**src/sv/scl_pkg.sv**
```systemverilog
// Shared types and codes for the snoopy coherence line transition unit.
`default_nettype none

package scl_pkg;

  localparam int unsigned AddrW  = 64;
  localparam int unsigned PidW   = 4;
  localparam int unsigned StateW = 4;

  // line state codes
  localparam logic [StateW-1:0] ST_I  = 4'd0;
  localparam logic [StateW-1:0] ST_M  = 4'd1;
  localparam logic [StateW-1:0] ST_S  = 4'd2;
  localparam logic [StateW-1:0] ST_E  = 4'd3;
  localparam logic [StateW-1:0] ST_F  = 4'd4;
  localparam logic [StateW-1:0] ST_IM = 4'd5;
  localparam logic [StateW-1:0] ST_RP = 4'd6;
  localparam logic [StateW-1:0] ST_SM = 4'd7;
  localparam logic [StateW-1:0] ST_FM = 4'd8;

  // snooped bus requests
  localparam logic [1:0] REQ_RD   = 2'd0;
  localparam logic [1:0] REQ_WR   = 2'd1;
  localparam logic [1:0] REQ_DATA = 2'd2;
  localparam logic [1:0] REQ_SHR  = 2'd3;

  // protocol modes
  localparam logic [1:0] MODE_MI    = 2'd0;
  localparam logic [1:0] MODE_MSI   = 2'd1;
  localparam logic [1:0] MODE_MESI  = 2'd2;
  localparam logic [1:0] MODE_MESIF = 2'd3;

  // line data actions
  localparam logic [1:0] ACT_NONE = 2'd0;
  localparam logic [1:0] ACT_INV  = 2'd1;
  localparam logic [1:0] ACT_RECV = 2'd2;

  // action field
  localparam logic ACCESS_LOCAL = 1'b0;
  localparam logic ACCESS_SNOOP = 1'b1;

  typedef struct packed {
    logic              action;
    logic              is_read_access;
    logic [1:0]        bus_request;
    logic [StateW-1:0] current_state;
    logic [AddrW-1:0]  line_address;
    logic [PidW-1:0]   processor_id;
  } item_t;

  typedef struct packed {
    logic [StateW-1:0] next_state;
    logic              permission_granted;
    logic [1:0]        line_action;
    logic              issue_bus_read;
    logic              issue_bus_write;
    logic              supply_data;
    logic              assert_shared;
    logic [AddrW-1:0]  message_address;
    logic [PidW-1:0]   message_processor;
    logic              bad_state;
  } result_t;

  // decoded transition, before message fields are attached
  typedef struct packed {
    logic [StateW-1:0] next_state;
    logic              perm;
    logic [1:0]        act;
    logic              rd;
    logic              wr;
    logic              data;
    logic              shr;
    logic              bad;
  } trans_t;

endpackage

`default_nettype wire

```
**src/sv/scl_next.sv**
```systemverilog
// Next-state and bus message decode for one cache line.
`default_nettype none

module scl_next (
  input  wire logic [1:0]                 mode_i,
  input  wire logic                       snoop_i,
  input  wire logic                       rd_i,
  input  wire logic [1:0]                 req_i,
  input  wire logic [scl_pkg::StateW-1:0] state_i,
  input  wire logic                       pid0_i,
  output scl_pkg::trans_t                 trans_o
);

  logic supported;

  always_comb begin
    unique case (state_i)
      scl_pkg::ST_I, scl_pkg::ST_M, scl_pkg::ST_IM: supported = 1'b1;
      scl_pkg::ST_S, scl_pkg::ST_RP, scl_pkg::ST_SM: supported = (mode_i >= scl_pkg::MODE_MSI);
      scl_pkg::ST_E:                 supported = (mode_i >= scl_pkg::MODE_MESI);
      scl_pkg::ST_F, scl_pkg::ST_FM: supported = (mode_i == scl_pkg::MODE_MESIF);
      default:                       supported = 1'b0;
    endcase
  end

  always_comb begin
    trans_o = '0;
    if (!supported) begin
      trans_o.next_state = scl_pkg::ST_I;
      trans_o.bad        = 1'b1;
    end else if (snoop_i == scl_pkg::ACCESS_SNOOP) begin
      trans_o.next_state = state_i;
      unique case (state_i)
        scl_pkg::ST_I: ;
        scl_pkg::ST_M: begin
          if (mode_i == scl_pkg::MODE_MI || req_i == scl_pkg::REQ_WR) begin
            trans_o.data       = 1'b1;
            trans_o.act        = scl_pkg::ACT_INV;
            trans_o.next_state = scl_pkg::ST_I;
          end else if (req_i == scl_pkg::REQ_RD) begin
            trans_o.data = 1'b1;
            trans_o.shr  = 1'b1;
            trans_o.act  = scl_pkg::ACT_INV;
            if (mode_i == scl_pkg::MODE_MSI) begin
              trans_o.next_state = scl_pkg::ST_I;
            end else if (mode_i == scl_pkg::MODE_MESIF && pid0_i) begin
              trans_o.next_state = scl_pkg::ST_F;
            end else begin
              trans_o.next_state = scl_pkg::ST_S;
            end
          end
        end
        scl_pkg::ST_E: begin
          if (req_i == scl_pkg::REQ_WR) begin
            trans_o.next_state = scl_pkg::ST_I;
          end else if (req_i == scl_pkg::REQ_RD) begin
            trans_o.next_state = scl_pkg::ST_S;
            if (mode_i == scl_pkg::MODE_MESIF && pid0_i) begin
              trans_o.shr        = 1'b1;
              trans_o.next_state = scl_pkg::ST_F;
            end else if (mode_i != scl_pkg::MODE_MESIF) begin
              trans_o.shr = 1'b1;
            end
          end
        end
        scl_pkg::ST_S: begin
          if (req_i == scl_pkg::REQ_WR) begin
            trans_o.next_state = scl_pkg::ST_I;
          end else if (req_i == scl_pkg::REQ_RD && mode_i == scl_pkg::MODE_MESI) begin
            trans_o.shr = 1'b1;
          end
        end
        scl_pkg::ST_F: begin
          if (req_i == scl_pkg::REQ_WR) begin
            trans_o.next_state = scl_pkg::ST_I;
          end else if (req_i == scl_pkg::REQ_RD) begin
            trans_o.shr        = 1'b1;
            trans_o.next_state = scl_pkg::ST_S;
          end
        end
        scl_pkg::ST_RP: begin
          if (req_i == scl_pkg::REQ_DATA) begin
            trans_o.act        = scl_pkg::ACT_RECV;
            trans_o.next_state = (mode_i == scl_pkg::MODE_MSI) ? scl_pkg::ST_S : scl_pkg::ST_E;
          end else if (req_i == scl_pkg::REQ_SHR) begin
            trans_o.act        = scl_pkg::ACT_RECV;
            trans_o.next_state = (mode_i == scl_pkg::MODE_MESIF) ? scl_pkg::ST_F : scl_pkg::ST_S;
          end
        end
        default: begin
          // write pending states: any data reply completes the upgrade
          if (req_i == scl_pkg::REQ_DATA || req_i == scl_pkg::REQ_SHR) begin
            trans_o.act        = scl_pkg::ACT_RECV;
            trans_o.next_state = scl_pkg::ST_M;
          end
        end
      endcase
    end else begin
      trans_o.next_state = state_i;
      unique case (state_i)
        scl_pkg::ST_I: begin
          if (rd_i && mode_i != scl_pkg::MODE_MI) begin
            trans_o.rd         = 1'b1;
            trans_o.next_state = scl_pkg::ST_RP;
          end else begin
            trans_o.wr         = 1'b1;
            trans_o.next_state = scl_pkg::ST_IM;
          end
        end
        scl_pkg::ST_M: trans_o.perm = 1'b1;
        scl_pkg::ST_E: begin
          trans_o.perm       = 1'b1;
          trans_o.next_state = rd_i ? scl_pkg::ST_E : scl_pkg::ST_M;
        end
        scl_pkg::ST_S, scl_pkg::ST_F: begin
          if (rd_i) begin
            trans_o.perm = 1'b1;
          end else begin
            trans_o.wr         = 1'b1;
            trans_o.next_state = (state_i == scl_pkg::ST_S) ? scl_pkg::ST_SM : scl_pkg::ST_FM;
          end
        end
        default: ;
      endcase
    end
  end

endmodule

`default_nettype wire

```
**src/sv/snoopy_coherence_line_fsm_unit.sv**
```systemverilog
// Top level of the snoopy coherence line transition unit.
// An accepted item passes the input register and then the result register before done_o shows it.
// Throughput: one item per cycle; busy stays low, the input and result registers overlap.
// The receiver cannot stall: done_o is high for a single cycle per result.
// Reset: protocol mode returns to MESI, no item in flight, done_o low.
`default_nettype none

module snoopy_coherence_line_fsm_unit #(
  parameter int unsigned ADDRESS_BITS = 64
) (
  input  wire logic             clk_i,
  input  wire logic             rst_ni,
  input  wire logic             cfg_we_i,
  input  wire logic [1:0]       cfg_wdata_i,
  input  wire logic             start,
  output logic                  busy,
  input  wire scl_pkg::item_t   item_i,
  output logic                  done_o,
  output scl_pkg::result_t      result_o
);

  logic [1:0]                 mode_q;
  logic                       valid_q;
  logic                       snoop_q;
  logic                       rd_q;
  logic [1:0]                 req_q;
  logic [scl_pkg::StateW-1:0] state_q;
  logic [ADDRESS_BITS-1:0]    addr_q;
  logic [scl_pkg::PidW-1:0]   pid_q;
  logic                       done_q;
  scl_pkg::result_t           res_q;
  scl_pkg::result_t           res_d;
  scl_pkg::trans_t            trans;
  logic                       any_msg;
  logic                       accept;

  assign busy   = 1'b0;
  assign accept = start && !busy;

  always_ff @(posedge clk_i or negedge rst_ni) begin
    if (!rst_ni) begin
      mode_q <= scl_pkg::MODE_MESI;
    end else if (cfg_we_i) begin
      mode_q <= cfg_wdata_i;
    end
  end

  // input register
  always_ff @(posedge clk_i or negedge rst_ni) begin
    if (!rst_ni) begin
      valid_q <= 1'b0;
    end else begin
      valid_q <= accept;
    end
  end

  always_ff @(posedge clk_i) begin
    if (accept) begin
      snoop_q <= item_i.action;
      rd_q    <= item_i.is_read_access;
      req_q   <= item_i.bus_request;
      state_q <= item_i.current_state;
      addr_q  <= item_i.line_address[ADDRESS_BITS-1:0];
      pid_q   <= item_i.processor_id;
    end
  end

  scl_next u_next (
    .mode_i  (mode_q),
    .snoop_i (snoop_q),
    .rd_i    (rd_q),
    .req_i   (req_q),
    .state_i (state_q),
    .pid0_i  (pid_q == '0),
    .trans_o (trans)
  );

  assign any_msg = trans.rd | trans.wr | trans.data | trans.shr;

  always_comb begin
    res_d.next_state         = trans.next_state;
    res_d.permission_granted = trans.perm;
    res_d.line_action        = trans.act;
    res_d.issue_bus_read     = trans.rd;
    res_d.issue_bus_write    = trans.wr;
    res_d.supply_data        = trans.data;
    res_d.assert_shared      = trans.shr;
    res_d.message_address    = any_msg ? scl_pkg::AddrW'(addr_q) : '0;
    res_d.message_processor  = any_msg ? pid_q : '0;
    res_d.bad_state          = trans.bad;
  end

  // result register
  always_ff @(posedge clk_i or negedge rst_ni) begin
    if (!rst_ni) begin
      done_q <= 1'b0;
    end else begin
      done_q <= valid_q;
    end
  end

  always_ff @(posedge clk_i) begin
    if (valid_q) begin
      res_q <= res_d;
    end
  end

  assign done_o   = done_q;
  assign result_o = res_q;

  a_latency: assert property (@(posedge clk_i) disable iff (!rst_ni)
    accept |-> ##2 done_o)
    else $error("accepted item produced no result two cycles later");

  a_no_spurious: assert property (@(posedge clk_i) disable iff (!rst_ni)
    done_o |-> $past(accept, 2))
    else $error("result strobe without an accepted item");

  a_bad_clean: assert property (@(posedge clk_i) disable iff (!rst_ni)
    (done_o && result_o.bad_state) |->
      (result_o.next_state == scl_pkg::ST_I && !result_o.permission_granted &&
       !result_o.issue_bus_read && !result_o.issue_bus_write &&
       !result_o.supply_data && !result_o.assert_shared))
    else $error("unsupported state result carries actions");

  a_snoop_no_perm: assert property (@(posedge clk_i) disable iff (!rst_ni)
    (valid_q && snoop_q == scl_pkg::ACCESS_SNOOP) |=> !result_o.permission_granted)
    else $error("permission granted on a snooped request");

  a_msg_addr: assert property (@(posedge clk_i) disable iff (!rst_ni)
    (done_o && !result_o.issue_bus_read && !result_o.issue_bus_write &&
     !result_o.supply_data && !result_o.assert_shared) |->
      (result_o.message_address == '0 && result_o.message_processor == '0))
    else $error("message fields set without a bus message");

endmodule

`default_nettype wire
```
**config.mk**
```make
export PLATFORM = sky130hd
export DESIGN_NAME = snoopy_coherence_line_fsm_unit
export DESIGN_NICKNAME = d
export VERILOG_FILES = /design/src/sv/scl_pkg.sv /design/src/sv/scl_next.sv /design/src/sv/snoopy_coherence_line_fsm_unit.sv
export SDC_FILE = /design/constraint.sdc
export NUM_CORES = 1
export LEC_CHECK = 0
export BUFFER_PORTS_ARGS = -buffer_cell sky130_fd_sc_hd__buf_2
export CORE_ASPECT_RATIO = 0.5
export CORE_MARGIN = 2
export CORE_UTILIZATION = 52
export DETAILED_ROUTE_END_ITERATION = 16
export PLACE_DENSITY = 0.85
export REMOVE_ABC_BUFFERS = 1
export SYNTH_ARGS = -nofsm -noshare
export SYNTH_HDL_FRONTEND = slang
export SYNTH_SLANG_ARGS = --single-unit
```
**constraint.sdc**
```tcl
create_clock -name clk_i -period 2.7 [get_ports clk_i]
set_input_delay 0.135 -clock clk_i [delete_from_list [all_inputs] [get_ports clk_i]]
set_output_delay 0.135 -clock clk_i [all_outputs]
set_load 0.05 [all_outputs]
```
## Word level (Yosys, flattened, before mapping)

Index checks and enable logic that the tools add are counted.

| storage, ports and cells | value |
|---|---|
| register bits after elaboration | 160 |
| latch bits | 0 |
| RAM bits | 0 |
| memory bits (read-only) | 0 |
| input bits | 82 |
| output and inout port bits | 82 |
| logic and storage cells | 110 |
| memories kept | 0 |

| cells by class | value |
|---|---|
| $add $sub $neg | 0 |
| multipliers | 0 |
| divide/modulo/power cells | 0 |
| magnitude comparators | 2 |
| equal/unequal tests | 15 |
| shifts and indexed selects | 0 |
| multiplexer cells | 52 |
| bitwise gates (word level) | 4 |
| reduce and logical (&&, ||, !) cells | 18 |

Operators by type and width:

| cell | number |
|---|---|
| 4-bit 2-to-1 mux | 15 |
| 4-bit one-hot mux with 6 select lines | 1 |
| 1-bit 2-to-1 mux | 19 |
| 2-bit 2-to-1 mux | 9 |
| 4-bit by 3-bit == test with 1-bit output, second input constant | 4 |
| 4-bit one-hot mux with 3 select lines | 1 |
| 2-bit == test, second input constant | 4 |
| 4-bit by 2-bit == test with 1-bit output, second input constant | 2 |
| 4-bit logical NOT | 2 |
| 1-bit one-hot mux with 4 select lines | 2 |
| 2-bit OR reduction | 4 |
| 3-bit 2-to-1 mux | 2 |
| 2-bit one-hot mux with 3 select lines | 1 |
| 3-bit OR reduction | 2 |
| 2-bit by 1-bit == test with 1-bit output, second input constant | 2 |
| 4-bit by 1-bit == test with 1-bit output, second input constant | 1 |
| 4-bit == test, second input constant | 1 |
| 2-bit logical NOT | 2 |
| 1-bit one-hot mux with 2 select lines | 2 |
| 4-bit OR reduction | 1 |
| 1-bit logical AND | 3 |
| 1-bit OR | 3 |
| 2-bit by 1-bit greater-or-equal comparator with 1-bit output, second input constant | 1 |
| 2-bit greater-or-equal comparator, second input constant | 1 |
| other kinds (5) | 6 |

## Longest topological paths before layout

Gate-level depths: netlist of run 1.

| logic depth | value |
|---|---|
| depth in word-level cells | 11 |
| gate-level depth with buffers | 9 |
| depth with buffers taken out | 5 |

## Hierarchy

A second synthesis of run 1 with hierarchy kept.

| second synthesis, totals | value |
|---|---|
| cell total of the unflattened synthesis | 359 |
| area, all modules | 6364.9 µm² |

Modules (own cells, without submodules):

| module | times used | cells an instance | area each (µm²) | sequential area each (µm²) |
|---|---|---|---|---|
| snoopy_coherence_line_fsm_unit | 1 | 265 | 5780.5 | 4785.8 |
| scl_next | 1 | 94 | 584.3 | 0.0 |

## Worst setup path after synthesis of run 1

No wires, ideal clock.

| timing path | value |
|---|---|
| kind | register to register |
| start | register valid_q |
| end | register res_q (netlist bit result_o[0]), enable pin |
| library setup time | 0.438 ns |
| arrival time | 1.923 ns |
| data required time | 2.262 ns |
| path slack | 0.339 ns |
| stages on the path, launching flop included | 1 |
| path buffers | 0 |
| period minus slack after synthesis | 2.361 ns |
| cell sequence | dfrtp_1 |

RTL lines:

| what | line | source |
|---|---|---|
| start, declared | snoopy_coherence_line_fsm_unit.sv:23 | `logic valid_q;` |
| start signal, assigned | snoopy_coherence_line_fsm_unit.sv:53 | `valid_q <= accept;` |
| end signal, assigned | snoopy_coherence_line_fsm_unit.sv:104 | `res_q <= res_d;` |
| end, declared | snoopy_coherence_line_fsm_unit.sv:31 | `scl_pkg::result_t res_q;` |

No word-level cell between the ends.

==> key figures, run 1 <==
Die
  – Core Region: 0.01122 mm2
  – Die H: 80.53 um
  – Row Count: 27
  – I/O pins: 164
  – Initial core utilization: 0.5431
  – Die area: 0.01265 mm2
  – Die X: 157.1 um

Finish
  – Non-filler instance count after layout: 758
  – Nets@finish: 669
  – Layout area overhead: 38.99%
  – Most frequent cells in the layout: 161 x buf_2, 156 x edfxtp_1, 80 x dlygate4sd3_1
  – Antenna Cells: 0
  – Leading cell type in the layout, fill and taps excluded: buf_2
  – Layout cells sized above 1: 0.3773
  – Post-Route Utilization: 0.7548

Yosys
  – Number of enable flip-flop cells after synthesis: 156
  – Synth Flop Type: edfxtp_1
  – Post-synth top area share: 0.7691
  – Synth unique cells: 46
  – Top cells by area, synth: edfxtp_1 77%, a21boi_0 5.8%, a21boi_2 3.7%, dfrtp_1 1.2%, o21ai_0 0.82%
  – Leading area contributor after synthesis: edfxtp_1
  – Fraction of registers with async set/reset: 0.02500
  – Average size of a mapped cell: 17.81 um2
  – Cell area after synthesis: 0.006091 mm2
  – Yosys synthesis warning count: 0
  – Register area share after synthesis: 0.7857
  – Synth Register Bits: 160
  – Synth Instances: 342

Timing
  – Total Neg Setup Slack: 0 ns
  – Final setup violation count: 0
  – Final Hold Vio Count: 0
  – RSZ-0062 raised after global routing: no
  – Worst Tran Pin Value: 0.9965 ns
  – Clk_skew: 0.01385 ns
  – FMAX: 401.1 MHz
  – Min cycle time layout: 2.493 ns
  – Final Cycle Share: 0.9233
  – Slew Limit Fails: 0
  – Min Hold Slack: 0.06905 ns
  – Slew headroom: 0.3357

Critical path
  – Critical path's top delay family: compound AO/OA/AOI/OAI gates
  – WP buf/inv: 2
  – CP endpoint kind: register
  – Critical Path AT: 2.72 ns
  – Startpoint class of the critical path: register
  – Crit-path cells: buf_4 -> nor2_1 -> nand2_1 -> a2111oi_4 -> a31oi_4 -> buf_12 -> a21boi_0
  – RR Startpoint: state_q[2]$_DFFE_PP_
  – Reg-to-reg critical path endpoint: result_o[5]$_SDFFCE_PN0P_
  – Worst endpoint required time: 2.93 ns
  – Worst reg2reg setup slack: 0.21 ns
  – Worst-case reg-to-reg path depth: 7
  – Crit path kind: register to register
  – Slowest cell on the critical path: edfxtp_1
  – Crit path max fanout: 30
  – Max incr delay on CP: 0.50 ns

Power
  – Leak: 3.304 nW
  – Sw Ratio: 0.2491
  – Worst vdd rail ir drop: 0.0005076 V
  – Comb pwr share: 0.114
  – Switching power total: 1.563 mW
  – P_int: 4.710 mW
  – Design Power: 6.273 mW
  – Clock power share: 0.407
  – PwrDens: 741.0 mW/mm2
  – Sequential share of power: 0.479

Clocking
  – CTS Buffer Depth: 2
  – Num Clock Sinks: 160
  – Clock slew at reported path FFs: 0.07 ns
  – Max H-tree Level: 4
  – Quantity of gates resized following cts: 0
  – CTS tree: built
  – CTS Buf Count: 17
  – CTS root buf: clkbuf_16
  – Worst-Skew Late Latency: 0.43 ns

Route
  – Vias per cell: 5.423
  – Wire per inst: 20.66 um
  – Routed Antenna Nets: 0
  – Drt drc: 0
  – Routed WL: 15.66 mm
  – Starting DRT DRC Count: 441
  – Via count: 4111
  – Detailed Routing Iterations Pass 1: 5

Placement
  – Cells after DPL: 647
  – Detailed Place HPWL: 7.905 mm
  – Port Buffer Count: 162
  – GPL Wtd Cong: 0.8366

Hold path
  – Worst min-delay path category: input port to async pin

Outcome
  – Status: completed

Global route
  – Antenna violations before repair: 0
  – Number of global-route vias before repair: 4133
  – GRT overflow: 0
  – First-pass GRT wire length: 23.50 mm
  – Total track usage: 0.2588
  – Largest net degree at the start of global routing: 78

Job
  – Maxcap violations: 0
worst max path at each step:
stage                     depth (start not counted)                    endpoint            startpoint  slack, ns
after floorplan                                   5  result_o[10]$_SDFFCE_PN0P_  state_q[1]$_DFFE_PP_      -0.08
after global placement                            5   result_o[8]$_SDFFCE_PN0P_  state_q[3]$_DFFE_PP_       0.47
after detailed placement                          7  result_o[61]$_SDFFCE_PN0P_  state_q[2]$_DFFE_PP_       0.36
after CTS                                         7   result_o[4]$_SDFFCE_PN0P_  state_q[2]$_DFFE_PP_       0.29
after global routing                              7   result_o[5]$_SDFFCE_PN0P_  state_q[2]$_DFFE_PP_       0.01
final                                             7   result_o[5]$_SDFFCE_PN0P_  state_q[2]$_DFFE_PP_       0.21
final cells by class:
| cell class | count | area [um2] |
|---|---|---|
| Clock inverter | 13 | 186.4 |
| Inverter | 7 | 26.28 |
| Multi-Input combinational cell | 150 | 1104 |
| Clock buffer | 18 | 429.2 |
| Tap cell | 159 | 198.9 |
| Fill cell | 626 | 2750 |
| Sequential cell | 160 | 4790 |
| Timing Repair Buffer | 251 | 1732 |
sequential cells by signal, summed over array words and instances (netlist names):
register,count
req_q,2
addr_q,64
snoop_q,1
pid_q,4
result_o,80
mode_q,2
done_o,1
rd_q,1
state_q,4
valid_q,1
logic make-up (layout without fill, tap and decap cells):
logic type,Yosys count,in the layout,share of synthesized area
other,1,1,0.0006157
adders and majority gates,1,1,0.001643
buffers and inverters,32,289,0.03307
and+or+nand+nor,38,38,0.02999
AOI/OAI and AO/OA,109,109,0.1471
DFF,160,160,0.7857
muxes,1,1,0.001849
synthesized netlist by cell type, types with 4 or more instances:
library cell  count
edfxtp_1        156
buf_2             8
a21oi_1           7
o21ai_0          10
a21boi_2         20
buf_6             4
nand2_1          11
nor2_1           10
inv_1             6
a21boi_0         47
clkbuf_1          8
worst register-to-register path, stage by stage, from the launching register on:
cell,delay (ns)
edfxtp_1,0.50
buf_4,0.22
nor2_1,0.22
nand2_1,0.20
a2111oi_4,0.47
a31oi_4,0.15
buf_12,0.25
a21boi_0,0.29
per-stage QoR:
stage	setup WS, ns	instance area [um2]
after global placement	0.4691	7049
after CTS	0.2946	8466
after detailed placement	0.3614	7049
after floorplan	-0.07823	5916
final	0.2071	8466
after global routing	0.01434	8466
timing repair:
action / CTS / global route
buffers inserted: 0 / 0
hold endpoints to repair: 82 / 0
hold buffers: 80 / 0
power groups by stage:
stage                     Combinational [mW]  Sequential, mW  Clock [mW]
after floorplan                        0.128            3.30           0
after detailed placement               0.604            3.05           0
final                                  0.715            3.01        2.55
after global placement                 0.593            3.04           0
after global routing                   0.748            3.02        2.68
after CTS                              0.701            3.00        2.53
layer usage:
metal	global-route usage	vias to the layer above	routed length [um]
met4	0.1173	0	463
met1	0.3044	2015	5914
met3	0.05828	44	996
met5	0	-	0
li1	-	1817	-
met2	0.4618	235	8286
Note: power is estimated with default switching activity, not from simulation.
==> inputs of run 2 (changes only) <==
--- a/config.mk
+++ b/config.mk
@@ -10,8 +10,9 @@
 export CORE_MARGIN = 2
 export CORE_UTILIZATION = 52
 export DETAILED_ROUTE_END_ITERATION = 16
-export PLACE_DENSITY = 0.85
+export PLACE_DENSITY = 0.79
 export REMOVE_ABC_BUFFERS = 1
+export SKIP_CTS_REPAIR_TIMING = 1
 export SYNTH_ARGS = -nofsm -noshare
 export SYNTH_HDL_FRONTEND = slang
 export SYNTH_SLANG_ARGS = --single-unit
==> run 2 against run 1 <==
Effect of this change:
- flip-flop and latch count did not move
- core utilization fell by 0.39 points
- critical path depth fell by 1
- sequential power barely moved
- largest power group unchanged
- sequential share of layout area rose by 0.29 points
- highest routed layer unchanged
- critical path type unchanged
- clock skew fell by 0.0040 ns
- total power fell by 0.95%
==> key figures, run 2 (synthesis results as in run 1) <==
Finish
  – Leading cell type in the layout, fill and taps excluded: buf_2
  – Antenna Cells: 0
  – Largest register FFs: 80
  – Nets@finish: 664
  – Post-Route Utilization: 0.7509
  – Layout area overhead: 38.27%
  – Most frequent cells in the layout: 161 x buf_2, 156 x edfxtp_1, 80 x dlygate4sd3_1
  – Layout cells sized above 1: 0.3714
  – Non-filler instance count after layout: 754

Global route
  – Largest net degree at the start of global routing: 78
  – First-pass GRT wire length: 17.91 mm
  – Total track usage: 0.1927
  – Antenna violations before repair: 0
  – GRT overflow: 0
  – Number of global-route vias before repair: 3422

Timing
  – Worst Tran Pin Value: 0.9931 ns
  – Final Cycle Share: 0.9013
  – Slew Limit Fails: 0
  – Slew headroom: 0.3379
  – Final setup violation count: 0
  – RSZ-0062 raised after global routing: no
  – Min cycle time layout: 2.433 ns
  – Final Hold Vio Count: 0
  – Min Hold Slack: 0.06459 ns
  – Clk_skew: 0.009865 ns
  – FMAX: 410.9 MHz

Clocking
  – CTS root buf: clkbuf_16
  – Max H-tree Level: 4
  – CTS Buffer Depth: 2
  – Worst-Skew Late Latency: 0.41 ns
  – Num Clock Sinks: 160
  – Clock slew at reported path FFs: 0.07 ns
  – CTS Buf Count: 17
  – CTS tree: built

Critical path
  – Worst endpoint required time: 2.91 ns
  – Slowest cell on the critical path: edfxtp_1
  – Max incr delay on CP: 0.59 ns
  – Crit-path cells: nor2_1 -> nand2_1 -> a2111oi_4 -> a31oi_4 -> buf_12 -> a21boi_0
  – Worst setup path startpoint: state_q[2]$_DFFE_PP_
  – CP endpoint kind: register
  – Crit path kind: register to register
  – RR Startpoint: state_q[2]$_DFFE_PP_
  – Crit path max fanout: 68
  – Startpoint class of the critical path: register
  – Worst-case reg-to-reg path depth: 6
  – Critical Path AT: 2.64 ns

Power
  – P_int: 4.708 mW
  – Switching power total: 1.505 mW
  – Sequential share of power: 0.484
  – PwrDens: 737.8 mW/mm2
  – Comb pwr share: 0.110
  – Leak: 3.283 nW
  – Sw Ratio: 0.2423
  – Worst vdd rail ir drop: 0.0004636 V
  – Clock power share: 0.406

Die
  – Die H: 80.53 um
  – Die X: 157.1 um
  – Die area: 0.01265 mm2
  – Core Region: 0.01122 mm2
  – Row Count: 27
  – I/O pins: 164
  – Initial core utilization: 0.5431

Outcome
  – Status: completed

Route
  – Detailed Routing Iterations Pass 1: 4
  – Drt drc: 0
  – Routed WL: 13.40 mm
  – Routed Antenna Nets: 0
  – Via count: 3863
  – Vias per cell: 5.123
  – Wire per inst: 17.77 um
  – Starting DRT DRC Count: 255

Placement
  – GPL Wtd Cong: 0.8490
  – Port Buffer Count: 162
  – Detailed Place HPWL: 7.349 mm
  – Cells after DPL: 642

Job
  – Maxcap violations: 0

Hold path
  – Worst min-delay path category: input port to async pin
run 2: changes by cell type in the layout (fill, tap and decap cells not counted), sizes merged:
cell	delta
inv	-2
clkbuf	+1
buf	-5
clkinv	+4
clkinvlp	-2
run 2: layout make-up:
class | count | area [um2]
multi-input combinational | 150 | 1104
tap | 159 | 198.9
sequential | 160 | 4790
fill | 680 | 2794
clock inverter | 13 | 188.9
inverter | 7 | 26.28
timing repair buffer | 246 | 1682
clock buffer | 19 | 432.9
run 2: power groups by stage:
stage	Sequential (mW)	Combinational [mW]	Clock, mW
after floorplan	3.30	0.128	0
after global placement	3.05	0.573	0
after detailed placement	3.05	0.580	0
after CTS	3.00	0.582	2.53
after global routing	3.02	0.720	2.66
final	3.01	0.681	2.52
run 2: worst paths after layout:
path	to	slack, ns
max	result_o[21]$_SDFFCE_PN0P_	0.27
min	done_o$_DFF_PN0_	0.06
max reg2reg	result_o[21]$_SDFFCE_PN0P_	0.27
min reg2reg	result_o[26]$_SDFFCE_PN0P_	0.56
max in group asynchronous	mode_q[1]$_DFFE_PN1P_	2.42
min in group clk_i	valid_q$_DFF_PN0_	0.36
run 2: worst max-delay path: cells and delay by family (launching register included):
family / cells / cell delay (ns)
DFF: 1 / 0.59
AOI/OAI and AO/OA: 3 / 0.84
and+or+nand+nor: 2 / 0.56
buffers and inverters: 1 / 0.23
run 2: metal layers:
metal  routed length, um  up-vias  track usage
met5                   0        -            0
met4                 274        0      0.08545
met3                 654       30      0.04749
met2                7227      151       0.3294
met1                5243     1870       0.2365
li1                    -     1812            -
run 2: per-stage QoR:
stage	setup TNS (ns)	power [mW]	instance area [um2]	setup slack, ns
floorplan	-3.686	3.425	5916	-0.07823
global placement	0	3.620	6999	0.4633
detailed placement	0	3.635	6999	0.3749
CTS	0	6.115	7621	0.3664
global route	0	6.405	8422	0.1296
finish	0	6.214	8422	0.2666
